$ cat src/rtl/core/lss_pkg.sv
// ----------------------------------------------------------------------------
// lss_pkg: shared types and constants of the least-squares slope unit
// Widths of the running sums, the shared multiplier and the finalize
// accumulator, plus the command and status groups between controller and
// datapath.
// ----------------------------------------------------------------------------
package lss_pkg;

  localparam int XW      = 16;  // x_value, y_value
  localparam int SlopeW  = 32;  // Q16.16 result
  localparam int SumXW   = 29;  // sum of x, sum of y
  localparam int SumXXW  = 43;  // sum of x*x, unsigned
  localparam int SumXYW  = 44;  // sum of x*y, signed
  localparam int MulW    = 30;  // shared multiplier operand width, signed
  localparam int ProdW   = 2 * MulW;
  localparam int SplitW  = 22;  // low part of a wide sum fed to the multiplier
  localparam int AccW    = 58;  // numerator / denominator accumulator, signed
  localparam int MagW    = 57;  // magnitude of the numerator
  localparam int DenW    = 56;  // positive denominator
  localparam int PreW    = 24;  // numerator bits handled by the early compare
  localparam int RndW    = 9;   // 8 bits of Q8.8 to Q16.16 scale plus a round bit
  localparam int QW      = MagW - PreW; // quotient bits, 33

  typedef enum logic [3:0] {
    MUL_NONE,
    MUL_XX_IN,
    MUL_XY,
    MUL_SX_SY,
    MUL_N_SXY_LO,
    MUL_N_SXY_HI,
    MUL_SX_SX,
    MUL_N_SXX_LO,
    MUL_N_SXX_HI
  } mul_sel_t;

  typedef enum logic [2:0] {
    FIN_NONE,
    FIN_LOAD_NEG,
    FIN_ADD,
    FIN_ADD_HI,
    FIN_SAVE_LOAD_NEG
  } fin_op_t;

  typedef struct packed {
    logic     capture;    // latch the incoming point
    logic     point_add;  // count the point, add x, y, x*x
    logic     sxy_add;    // add the x*y product
    mul_sel_t mul_sel;
    fin_op_t  fin_op;
    logic     div_start;
    logic     out_load;   // move the quotient into the output register
    logic     clear;      // zero the sums for the next run
  } dp_cmd_t;

  typedef struct packed {
    logic last;
    logic div_done;
    logic out_free;
  } dp_status_t;

endpackage

$ cat src/rtl/core/lss_point_if.sv
// ----------------------------------------------------------------------------
// lss_point_if: point request channel
// One (x, y) point per request, with a flag on the last point of a run.
// ----------------------------------------------------------------------------
interface lss_point_if;
  logic                             valid;
  logic                             ready;
  logic signed [lss_pkg::XW-1:0]    x_value;
  logic signed [lss_pkg::XW-1:0]    y_value;
  logic                             last_point;

  modport source (output valid, output x_value, output y_value, output last_point,
                  input ready);
  modport sink (input valid, input x_value, input y_value, input last_point,
                output ready);
endinterface

$ cat src/rtl/core/lss_slope_if.sv
// ----------------------------------------------------------------------------
// lss_slope_if: slope result channel
// One fitted slope per run, with a flag for a degenerate run.
// ----------------------------------------------------------------------------
interface lss_slope_if;
  logic                               valid;
  logic                               ready;
  logic signed [lss_pkg::SlopeW-1:0]  slope;
  logic                               degenerate;

  modport source (output valid, output slope, output degenerate, input ready);
  modport sink (input valid, input slope, input degenerate, output ready);
endinterface

$ cat src/rtl/core/lss_div.sv
// ----------------------------------------------------------------------------
// lss_div: rounded Q16.16 divider
// Restoring division of |num| * 512 by den, one quotient bit per cycle,
// then round half away from zero and saturate.
// ----------------------------------------------------------------------------
module lss_div (
  input  logic                              clk,
  input  logic                              rst,
  input  logic                              start,
  input  logic                              bad,
  input  logic signed [lss_pkg::AccW-1:0]   num,
  input  logic signed [lss_pkg::AccW-1:0]   den,
  output logic                              done,
  output logic signed [lss_pkg::SlopeW-1:0] slope,
  output logic                              degenerate
);

  localparam int CntW = $clog2(lss_pkg::QW);
  localparam logic [lss_pkg::QW-1:0] LimPos = lss_pkg::QW'(64'(2) ** 31 - 1);
  localparam logic [lss_pkg::QW-1:0] LimNeg = lss_pkg::QW'(64'(2) ** 31);
  localparam logic [lss_pkg::SlopeW-1:0] SlopeMax = {1'b0, {(lss_pkg::SlopeW-1){1'b1}}};
  localparam logic [lss_pkg::SlopeW-1:0] SlopeMin = {1'b1, {(lss_pkg::SlopeW-1){1'b0}}};

  typedef enum logic [1:0] {D_IDLE, D_RUN, D_ROUND} dstate_t;

  dstate_t                    state;
  logic                       neg;
  logic [lss_pkg::DenW-1:0]   den_reg;
  logic [lss_pkg::DenW-1:0]   rem;
  logic [lss_pkg::QW-1:0]     shift;
  logic [lss_pkg::QW-1:0]     quo;
  logic [CntW-1:0]            cnt;

  logic [lss_pkg::AccW-1:0]   mag_full;
  logic [lss_pkg::MagW-1:0]   mag;
  logic [lss_pkg::DenW-1:0]   den_pos;
  logic                       sat;
  logic [lss_pkg::DenW:0]     rem_shift;
  logic [lss_pkg::DenW:0]     rem_diff;
  logic                       qbit;
  logic [lss_pkg::QW:0]       q_inc;
  logic [lss_pkg::QW-1:0]     q_rnd;
  logic [lss_pkg::QW-1:0]     q_lim;
  logic [lss_pkg::QW-1:0]     q_sat;

  always_comb begin
    mag_full  = num[lss_pkg::AccW-1] ? lss_pkg::AccW'(-num) : lss_pkg::AccW'(num);
    mag       = mag_full[lss_pkg::MagW-1:0];
    den_pos   = den[lss_pkg::DenW-1:0];
    // quotient would need more than QW bits: saturate without iterating
    sat       = {{(lss_pkg::DenW-lss_pkg::QW){1'b0}}, mag[lss_pkg::MagW-1:lss_pkg::PreW]}
                >= den_pos;
    rem_shift = {rem, shift[lss_pkg::QW-1]};
    rem_diff  = rem_shift - {1'b0, den_reg};
    qbit      = rem_shift >= {1'b0, den_reg};
    q_inc     = {1'b0, quo} + (lss_pkg::QW+1)'(1);
    q_rnd     = q_inc[lss_pkg::QW:1];
    q_lim     = neg ? LimNeg : LimPos;
    q_sat     = (q_rnd > q_lim) ? q_lim : q_rnd;
  end

  always_ff @(posedge clk) begin
    if (rst) begin
      state <= D_IDLE;
      done  <= 1'b0;
    end else begin
      unique case (state)
        D_IDLE: begin
          if (start) begin
            neg     <= num[lss_pkg::AccW-1];
            den_reg <= den_pos;
            if (bad || den <= 0) begin
              slope      <= '0;
              degenerate <= 1'b1;
              done       <= 1'b1;
            end else if (sat) begin
              slope      <= num[lss_pkg::AccW-1] ? SlopeMin : SlopeMax;
              degenerate <= 1'b0;
              done       <= 1'b1;
            end else begin
              rem   <= {{(lss_pkg::DenW-lss_pkg::QW){1'b0}},
                        mag[lss_pkg::MagW-1:lss_pkg::PreW]};
              shift <= {mag[lss_pkg::PreW-1:0], {lss_pkg::RndW{1'b0}}};
              quo   <= '0;
              cnt   <= '0;
              done  <= 1'b0;
              state <= D_RUN;
            end
          end
        end
        D_RUN: begin
          if (qbit) begin
            rem <= rem_diff[lss_pkg::DenW-1:0];
          end else begin
            rem <= rem_shift[lss_pkg::DenW-1:0];
          end
          quo   <= {quo[lss_pkg::QW-2:0], qbit};
          shift <= {shift[lss_pkg::QW-2:0], 1'b0};
          cnt   <= cnt + CntW'(1);
          if (cnt == CntW'(lss_pkg::QW - 1)) begin
            state <= D_ROUND;
          end
        end
        D_ROUND: begin
          slope      <= neg ? -q_sat[lss_pkg::SlopeW-1:0] : q_sat[lss_pkg::SlopeW-1:0];
          degenerate <= 1'b0;
          done       <= 1'b1;
          state      <= D_IDLE;
        end
        default: state <= D_IDLE;
      endcase
    end
  end

endmodule

$ cat src/rtl/core/lss_dp.sv
// ----------------------------------------------------------------------------
// lss_dp: least-squares slope datapath
// Running sums, one shared 30x30 multiplier, the numerator and denominator
// accumulator, the divider and the output register.
// ----------------------------------------------------------------------------
module lss_dp #(
  parameter int MaxPoints = 4096,
  parameter int CountW    = 13
) (
  input  logic                              clk,
  input  logic                              rst,
  input  lss_pkg::dp_cmd_t                  cmd,
  output lss_pkg::dp_status_t               status,
  input  logic signed [lss_pkg::XW-1:0]     x_in,
  input  logic signed [lss_pkg::XW-1:0]     y_in,
  input  logic                              last_in,
  output logic                              out_valid,
  input  logic                              out_ready,
  output logic signed [lss_pkg::SlopeW-1:0] out_slope,
  output logic                              out_degenerate
);

  localparam logic [CountW-1:0] CountMax  = CountW'(MaxPoints);
  localparam logic [CountW-1:0] CountOver = CountW'(MaxPoints + 1);
  localparam int HiXYW = lss_pkg::SumXYW - lss_pkg::SplitW;
  localparam int HiXXW = lss_pkg::SumXXW - lss_pkg::SplitW;

  logic signed [lss_pkg::XW-1:0]     x_reg;
  logic signed [lss_pkg::XW-1:0]     y_reg;
  logic                              last_reg;
  logic [CountW-1:0]                 count;
  logic                              take;
  logic signed [lss_pkg::SumXW-1:0]  sum_x;
  logic signed [lss_pkg::SumXW-1:0]  sum_y;
  logic [lss_pkg::SumXXW-1:0]        sum_xx;
  logic signed [lss_pkg::SumXYW-1:0] sum_xy;
  logic signed [lss_pkg::ProdW-1:0]  prod;
  logic signed [lss_pkg::AccW-1:0]   acc;
  logic signed [lss_pkg::AccW-1:0]   num;

  logic signed [lss_pkg::MulW-1:0]   mul_a;
  logic signed [lss_pkg::MulW-1:0]   mul_b;
  logic signed [lss_pkg::MulW-1:0]   n_ext;
  logic signed [lss_pkg::AccW-1:0]   prod_acc;
  logic                              overflow;

  logic                              div_done;
  logic signed [lss_pkg::SlopeW-1:0] div_slope;
  logic                              div_degenerate;

  always_comb begin
    n_ext    = {{(lss_pkg::MulW-CountW){1'b0}}, count};
    prod_acc = prod[lss_pkg::AccW-1:0];
    overflow = count == CountOver;
    mul_a    = '0;
    mul_b    = '0;
    unique case (cmd.mul_sel)
      lss_pkg::MUL_XX_IN: begin
        mul_a = {{(lss_pkg::MulW-lss_pkg::XW){x_in[lss_pkg::XW-1]}}, x_in};
        mul_b = mul_a;
      end
      lss_pkg::MUL_XY: begin
        mul_a = {{(lss_pkg::MulW-lss_pkg::XW){x_reg[lss_pkg::XW-1]}}, x_reg};
        mul_b = {{(lss_pkg::MulW-lss_pkg::XW){y_reg[lss_pkg::XW-1]}}, y_reg};
      end
      lss_pkg::MUL_SX_SY: begin
        mul_a = {{(lss_pkg::MulW-lss_pkg::SumXW){sum_x[lss_pkg::SumXW-1]}}, sum_x};
        mul_b = {{(lss_pkg::MulW-lss_pkg::SumXW){sum_y[lss_pkg::SumXW-1]}}, sum_y};
      end
      lss_pkg::MUL_SX_SX: begin
        mul_a = {{(lss_pkg::MulW-lss_pkg::SumXW){sum_x[lss_pkg::SumXW-1]}}, sum_x};
        mul_b = mul_a;
      end
      lss_pkg::MUL_N_SXY_LO: begin
        mul_a = n_ext;
        mul_b = {{(lss_pkg::MulW-lss_pkg::SplitW){1'b0}}, sum_xy[lss_pkg::SplitW-1:0]};
      end
      lss_pkg::MUL_N_SXY_HI: begin
        mul_a = n_ext;
        mul_b = {{(lss_pkg::MulW-HiXYW){sum_xy[lss_pkg::SumXYW-1]}},
                 sum_xy[lss_pkg::SumXYW-1:lss_pkg::SplitW]};
      end
      lss_pkg::MUL_N_SXX_LO: begin
        mul_a = n_ext;
        mul_b = {{(lss_pkg::MulW-lss_pkg::SplitW){1'b0}}, sum_xx[lss_pkg::SplitW-1:0]};
      end
      lss_pkg::MUL_N_SXX_HI: begin
        mul_a = n_ext;
        mul_b = {{(lss_pkg::MulW-HiXXW){1'b0}}, sum_xx[lss_pkg::SumXXW-1:lss_pkg::SplitW]};
      end
      default: begin
        mul_a = '0;
        mul_b = '0;
      end
    endcase
  end

  always_ff @(posedge clk) begin
    if (cmd.capture) begin
      x_reg    <= x_in;
      y_reg    <= y_in;
      last_reg <= last_in;
    end
    if (cmd.mul_sel != lss_pkg::MUL_NONE) begin
      prod <= mul_a * mul_b;
    end
    unique case (cmd.fin_op)
      lss_pkg::FIN_LOAD_NEG: acc <= -prod_acc;
      lss_pkg::FIN_ADD:      acc <= acc + prod_acc;
      lss_pkg::FIN_ADD_HI:   acc <= acc + (prod_acc <<< lss_pkg::SplitW);
      lss_pkg::FIN_SAVE_LOAD_NEG: begin
        num <= acc;
        acc <= -prod_acc;
      end
      default: acc <= acc;
    endcase
    if (cmd.out_load) begin
      out_slope      <= div_slope;
      out_degenerate <= div_degenerate;
    end
  end

  // running sums
  always_ff @(posedge clk) begin
    if (rst || cmd.clear) begin
      count  <= '0;
      take   <= 1'b0;
      sum_x  <= '0;
      sum_y  <= '0;
      sum_xx <= '0;
      sum_xy <= '0;
    end else begin
      if (cmd.point_add) begin
        take <= count < CountMax;
        if (count < CountMax) begin
          count  <= count + CountW'(1);
          sum_x  <= sum_x + lss_pkg::SumXW'(x_reg);
          sum_y  <= sum_y + lss_pkg::SumXW'(y_reg);
          sum_xx <= sum_xx + prod[lss_pkg::SumXXW-1:0];
        end else begin
          count <= CountOver;
        end
      end
      if (cmd.sxy_add && take) begin
        sum_xy <= sum_xy + prod[lss_pkg::SumXYW-1:0];
      end
    end
  end

  always_ff @(posedge clk) begin
    if (rst) begin
      out_valid <= 1'b0;
    end else if (cmd.out_load) begin
      out_valid <= 1'b1;
    end else if (out_ready) begin
      out_valid <= 1'b0;
    end
  end

  lss_div u_div (
    .clk        (clk),
    .rst        (rst),
    .start      (cmd.div_start),
    .bad        (overflow),
    .num        (num),
    .den        (acc),
    .done       (div_done),
    .slope      (div_slope),
    .degenerate (div_degenerate)
  );

  always_comb begin
    status.last     = last_reg;
    status.div_done = div_done;
    status.out_free = !out_valid || out_ready;
  end

endmodule

$ cat src/rtl/core/lss_ctrl.sv
// ----------------------------------------------------------------------------
// lss_ctrl: least-squares slope controller
// Sequences the shared multiplier per point, the finalize products on the
// last point, the divider and the hand-off to the output register.
// ----------------------------------------------------------------------------
module lss_ctrl (
  input  logic                clk,
  input  logic                rst,
  input  logic                in_valid,
  output logic                in_ready,
  input  lss_pkg::dp_status_t status,
  output lss_pkg::dp_cmd_t    cmd
);

  typedef enum logic [3:0] {
    S_IDLE, S_XY, S_F0, S_F1, S_F2, S_F3, S_F4, S_F5, S_F6, S_START, S_DIV
  } state_t;

  state_t state;
  state_t state_next;
  logic   pending;  // x*y product of the previous point not yet added

  always_comb begin
    cmd            = '0;
    cmd.mul_sel    = lss_pkg::MUL_NONE;
    cmd.fin_op     = lss_pkg::FIN_NONE;
    in_ready       = 1'b0;
    state_next     = state;
    unique case (state)
      S_IDLE: begin
        in_ready    = 1'b1;
        cmd.sxy_add = pending;
        if (in_valid) begin
          cmd.capture = 1'b1;
          cmd.mul_sel = lss_pkg::MUL_XX_IN;
          state_next  = S_XY;
        end
      end
      S_XY: begin
        cmd.point_add = 1'b1;
        cmd.mul_sel   = lss_pkg::MUL_XY;
        state_next    = status.last ? S_F0 : S_IDLE;
      end
      S_F0: begin
        cmd.sxy_add = 1'b1;
        cmd.mul_sel = lss_pkg::MUL_SX_SY;
        state_next  = S_F1;
      end
      S_F1: begin
        cmd.fin_op  = lss_pkg::FIN_LOAD_NEG;
        cmd.mul_sel = lss_pkg::MUL_N_SXY_LO;
        state_next  = S_F2;
      end
      S_F2: begin
        cmd.fin_op  = lss_pkg::FIN_ADD;
        cmd.mul_sel = lss_pkg::MUL_N_SXY_HI;
        state_next  = S_F3;
      end
      S_F3: begin
        cmd.fin_op  = lss_pkg::FIN_ADD_HI;
        cmd.mul_sel = lss_pkg::MUL_SX_SX;
        state_next  = S_F4;
      end
      S_F4: begin
        // numerator complete: park it, start the denominator
        cmd.fin_op  = lss_pkg::FIN_SAVE_LOAD_NEG;
        cmd.mul_sel = lss_pkg::MUL_N_SXX_LO;
        state_next  = S_F5;
      end
      S_F5: begin
        cmd.fin_op  = lss_pkg::FIN_ADD;
        cmd.mul_sel = lss_pkg::MUL_N_SXX_HI;
        state_next  = S_F6;
      end
      S_F6: begin
        cmd.fin_op = lss_pkg::FIN_ADD_HI;
        state_next = S_START;
      end
      S_START: begin
        cmd.div_start = 1'b1;
        state_next    = S_DIV;
      end
      S_DIV: begin
        // hold until the output register can take the result
        if (status.div_done && status.out_free) begin
          cmd.out_load = 1'b1;
          cmd.clear    = 1'b1;
          state_next   = S_IDLE;
        end
      end
      default: state_next = S_IDLE;
    endcase
  end

  always_ff @(posedge clk) begin
    if (rst) begin
      state   <= S_IDLE;
      pending <= 1'b0;
    end else begin
      state   <= state_next;
      pending <= (state == S_XY) && !status.last;
    end
  end

endmodule

$ cat src/rtl/core/least_squares_slope_unit.sv
// ----------------------------------------------------------------------------
// least_squares_slope_unit: least-squares slope of a run of points
// Accumulates n, Sx, Sy, Sxx and Sxy over a run and, on the last point,
// returns (n*Sxy - Sx*Sy) / (n*Sxx - Sx*Sx) in signed Q16.16.
// ----------------------------------------------------------------------------
// Usage:
//   points: one (x_value, y_value) request per point, last_point set on the
//   final point of a run. The shared multiplier forms x*x in the accept
//   cycle and x*y in the next, and ready stays low while x*y is formed,
//   so a new point is taken only after that step.
//   result: one request per run carrying slope and degenerate. After the
//   last point, the finalize products and then the divider follow; the
//   divider does not iterate when the run is degenerate or the slope
//   saturates before dividing. The divider resolves one quotient bit per
//   cycle (33 bits).
//   A run beyond MAX_POINTS points or with all x equal gives slope 0 and
//   degenerate 1. Sums clear when the result enters the output register.
//   The output register lets the next run accumulate while a result waits;
//   a second result waits in the divider until the first is taken, with no
//   points accepted meanwhile.
//   Reset (rst, synchronous) clears the sums and drops any pending result.
// ----------------------------------------------------------------------------
module least_squares_slope_unit #(
  parameter int MAX_POINTS = 4096
) (
  input  logic         clk,
  input  logic         rst,
  lss_point_if.sink    points,
  lss_slope_if.source  result
);

  localparam int CountW = $clog2(MAX_POINTS + 2);

  lss_pkg::dp_cmd_t    cmd;
  lss_pkg::dp_status_t status;

  lss_ctrl u_ctrl (
    .clk      (clk),
    .rst      (rst),
    .in_valid (points.valid),
    .in_ready (points.ready),
    .status   (status),
    .cmd      (cmd)
  );

  lss_dp #(
    .MaxPoints (MAX_POINTS),
    .CountW    (CountW)
  ) u_dp (
    .clk            (clk),
    .rst            (rst),
    .cmd            (cmd),
    .status         (status),
    .x_in           (points.x_value),
    .y_in           (points.y_value),
    .last_in        (points.last_point),
    .out_valid      (result.valid),
    .out_ready      (result.ready),
    .out_slope      (result.slope),
    .out_degenerate (result.degenerate)
  );

endmodule
$ cat src/flat_wrapper.sv
// flat-port wrapper written by rule: the top's interface ports become plain ports
module least_squares_slope_unit_flat 
#(
  parameter int MAX_POINTS = 4096
)
  (clk, rst, points_valid, points_x_value, points_y_value, points_last_point, points_ready, result_valid, result_slope, result_degenerate, result_ready);
  lss_point_if points_i ();
  lss_slope_if result_i ();
  input  logic clk;
  input  logic rst;
  input wire logic [$bits(points_i.valid)-1:0] points_valid;
  input wire logic [$bits(points_i.x_value)-1:0] points_x_value;
  input wire logic [$bits(points_i.y_value)-1:0] points_y_value;
  input wire logic [$bits(points_i.last_point)-1:0] points_last_point;
  output wire logic [$bits(points_i.ready)-1:0] points_ready;
  output wire logic [$bits(result_i.valid)-1:0] result_valid;
  output wire logic [$bits(result_i.slope)-1:0] result_slope;
  output wire logic [$bits(result_i.degenerate)-1:0] result_degenerate;
  input wire logic [$bits(result_i.ready)-1:0] result_ready;
  assign points_i.valid = points_valid;
  assign points_i.x_value = points_x_value;
  assign points_i.y_value = points_y_value;
  assign points_i.last_point = points_last_point;
  assign points_ready = points_i.ready;
  assign result_valid = result_i.valid;
  assign result_slope = result_i.slope;
  assign result_degenerate = result_i.degenerate;
  assign result_i.ready = result_ready;
  least_squares_slope_unit #(.MAX_POINTS(MAX_POINTS)) u_core (.clk(clk), .rst(rst), .points(points_i), .result(result_i));
endmodule
$ cat config.mk
export PLATFORM = sky130hd
export DESIGN_NAME = least_squares_slope_unit_flat
export DESIGN_NICKNAME = d
export VERILOG_FILES = /design/src/rtl/core/lss_pkg.sv /design/src/rtl/core/lss_point_if.sv /design/src/rtl/core/lss_slope_if.sv /design/src/rtl/core/lss_div.sv /design/src/rtl/core/lss_dp.sv /design/src/rtl/core/lss_ctrl.sv /design/src/rtl/core/least_squares_slope_unit.sv /design/src/flat_wrapper.sv
export SDC_FILE = /design/constraint.sdc
export NUM_CORES = 2
export LEC_CHECK = 0
export BUFFER_PORTS_ARGS = -buffer_cell sky130_fd_sc_hd__buf_2
export CAP_MARGIN = 10
export CORE_AREA = 2 2 371 373
export DETAILED_ROUTE_END_ITERATION = 6
export DIE_AREA = 0 0 373 375
export GPL_TIMING_DRIVEN = 0
export PLACE_DENSITY_LB_ADDON = 0.1
export SYNTH_ARGS = -nofsm -noshare
export SYNTH_HDL_FRONTEND = slang
export SYNTH_SLANG_ARGS = --single-unit
$ cat constraint.sdc
create_clock -name clk -period 41.4 [get_ports clk]
set_input_delay 2.07 -clock clk [delete_from_list [all_inputs] [get_ports clk]]
set_output_delay 2.07 -clock clk [all_outputs]
set_load 0.02 [all_outputs]
==> results.py <==
metrics = {
    "worst_setup_path": {
        "slowest_delay_ns": 0.88,
        "crit_path_start": "u_core.u_ctrl.state[3]",
        "ff2ff_path_depth": 38,
        "endpoint": "u_core.u_dp.prod[57]",
        "cp_slowest_cell": "clkbuf_1",
        "crit_arrival_ns": 13.94,
        "r2r-start": "u_core.u_ctrl.state[3]",
        "regToRegSetupSlack_ns": 27.82,
        "cp-end-kind": "register",
        "critical_path_class": "register to register",
        "crit_required_ns": 41.76,
        "critical_path.most_common_cell": "fa_1",
        "cp-start-kind": "register",
        "path_max_fanout": 10,
        "reg2reg_to": "u_core.u_dp.prod[57]",
    },
    "drt": {
        "antenna_left": 0,
        "viasPerCell": 6.05,
        "drt-initial-drc-count": 6042,
        "drt_first_pass_iters": 7,
        "wire_per_inst_um": 25.7,
        "vias": 62700,
        "drc": 26,
        "routed_wl_mm": 267,
    },
    "sta": {
        "fmax_mhz": 73.6,
        "slew_violations": 0,
        "hold_viol": 0,
        "worst_pin_slew_ns": 1.36,
        "slew_headroom_pct": 9.35,
        "setup-violations-final": 0,
        "setup_tns_ns": 0,
        "period_share_pct": 32.8,
        "fin_crit_ns": 13.58,
        "rsz0062_at_grt": "no",
        "fin_skew_ns": 0.0474,
    },
    "yosys": {
        "muxShareOfSynthArea_pct": 0.586,
        "synth_cell_types": 90,
        "yosys_warnings": 0,
        "synth.avg_cell_area_um2": 8.90,
        "synthCells": 8327,
        "synth_area_mm2": 0.0741,
        "synth_compound_area_share_pct": 14.1,
        "synthFlopType": "edfxtp_1",
        "synth_xor_area_share_pct": 5.18,
        "yosys.area_share.simple_pct": 15.2,
        "synth-adder-area-share_pct": 34.1,
        "ys_seq_area_share_pct": 22.7,
        "synth_edf_count": 449,
        "synth_nets": 9824,
        "synth_top_family_by_area": "adder cells",
        "yosys_register_bits": 617,
        "async_reset_ff_share_pct": 0,
    },
    "floorplan": {
        "io_pins": 72,
        "die_x_um": 373,
        "die_h_um": 375,
        "start_util_pct": 54.4,
        "dieArea_mm2": 0.140,
        "core_mm2": 0.136,
        "placementRows": 136,
    },
    "clocking": {
        "clock_path_buffers": 3,
        "cts_tree": "yes",
        "cts_made_buffers": 73,
        "insertion_delay_ns": 0.70,
        "cts_root_buf": "clkbuf_16",
        "clk_pin_slew_ns": 0.06,
        "postCtsHoldBufs": 0,
        "htreeDepth": 3,
        "post_cts_resized": 0,
        "cts.sinks": 617,
        "post_cts_buffers": 0,
    },
    "worst_hold_path": {
        "hp-class": "register to register",
    },
    "placed_design": {
        "hpwl_mm": 217,
        "io_buffers": 71,
        "gp_congestion": 1.05,
    },
    "flow_run": {
        "drv_cap": 0,
    },
    "finish": {
        "final_common_cell": "inv_1",
        "layout.nets": 10000,
        "largest_registers": "u_core.u_dp.acc: 58 flops, u_core.u_dp.num: 58 flops, u_core.u_dp.prod: 58 flops",
        "drive_gt1_share_pct": 3.24,
        "layout_common_cells": "inv_1, nand2_1, fa_1, nor2_1, ha_1",
        "area_growth_pct": 7.70,
    },
    "global_route": {
        "grt_pass1_wl_mm": 398,
        "grt_max_degree": 62,
        "grt_pass1_vias": 62200,
        "overflow": 0,
        "grt_usage_pct": 38.2,
        "antenna_found_initial": 7,
    },
    "status": {
        "status": "complete, but fails checks",
        "violations": "design-rule violations",
    },
}
-- stage by stage --
step / instances / hold WS [ns] / worst slack [ns] / util (%) / area (um^2)
final: 10400 / 0.419 / 27.82 / 58.6 / 79800
after global routing: 10400 / 0.424 / 27.43 / 58.6 / 79800
after CTS: 10400 / 0.420 / 28.12 / 58.5 / 79800
after detailed placement: 10200 / 0.405 / 27.57 / 56.6 / 77200
after global placement: 10200 / 0.405 / 22.85 / 56.3 / 76700
after floorplan: 8327 / 0.400 / 27.80 / - / 74100
-- cells by family (layout without fill, tap and decap cells) --
| family | Yosys count | count (layout) |
|---|---|---|
| AO/OA/AOI/OAI | 1660 | 1660 |
| XOR/XNOR | 438 | 438 |
| adder cells (fa/ha/maj) | 1460 | 1460 |
| buffers and inverters | 1591 | 1826 |
| flip-flops | 617 | 617 |
| multiplexers | 43 | 43 |
| other | 0 | 2 |
| AND/OR/NAND/NOR | 2518 | 2518 |
-- cell type report --
class                   instances  area [um^2]
plain buffers                 362         1380
multi-input cells            6119        51400
inverters                    1229         4610
well taps                    1794         2240
repair buffers                103          791
flip-flops and latches        617        16800
diodes                          2         5.00
clock buffers                  91         1960
fillers                     12400        56500
clock inverters                41          617
-- per-layer routing --
metal / GRT usage [%] / routed length [um]
met3: 6.94 / 23600
met4: 25.5 / 21500
met5: 0 / 37
met2: 60.6 / 119000
met1: 48.0 / 102000
-- worst min-delay path by stage --
stage                                  from                         end  depth (start not counted)
6_report        u_core.u_dp.u_div.slope[12]   u_core.u_dp.out_slope[12]                          0
5_1_grt         u_core.u_dp.u_div.slope[16]   u_core.u_dp.out_slope[16]                          0
4_1_cts         u_core.u_dp.u_div.slope[12]   u_core.u_dp.out_slope[12]                          0
3_5_place_dp    u_core.u_dp.u_div.slope[12]   u_core.u_dp.out_slope[12]                          0
3_3_place_gp     u_core.u_dp.u_div.slope[2]    u_core.u_dp.out_slope[2]                          0
2_1_floorplan  u_core.u_dp.u_div.degenerate  u_core.u_dp.out_degenerate                          0
-- critical path: cells and delay by family (launching register included) --
kind | cells | cell delay, ns
AO/OA/AOI/OAI | 11 | 3.28
adder cells (fa/ha/maj) | 9 | 4.50
AND/OR/NAND/NOR | 6 | 1.54
XOR/XNOR | 1 | 0.16
buffers and inverters | 11 | 3.41
flip-flops | 1 | 0.30
-- Yosys cell counts (51+ instances only) --
master / number / share of area [%]
or3_1: 61 / 0.51
nor3_1: 96 / 0.65
and3_1: 59 / 0.50
nand3_1: 139 / 0.94
dfxtp_1: 168 / 4.5
a31oi_1: 51 / 0.43
xnor2_1: 265 / 3.1
nand4_1: 81 / 0.68
and2_1: 76 / 0.64
xor2_1: 173 / 2.0
fa_1: 928 / 25
nand2b_1: 69 / 0.58
inv_1: 1227 / 6.2
edfxtp_1: 449 / 18
a21oi_1: 526 / 3.6
ha_1: 532 / 9.0
a21o_1: 193 / 2.0
nor2b_1: 66 / 0.56
nand2_1: 1111 / 5.6
o21a_1: 67 / 0.68
a22oi_1: 78 / 0.79
clkbuf_1: 325 / 1.6
o21ai_0: 333 / 2.2
nor2_1: 634 / 3.2
Power is left out: the tool's default activity adds up to more than one toggle a clock period on the data nets, which glitch-free logic cannot reach.
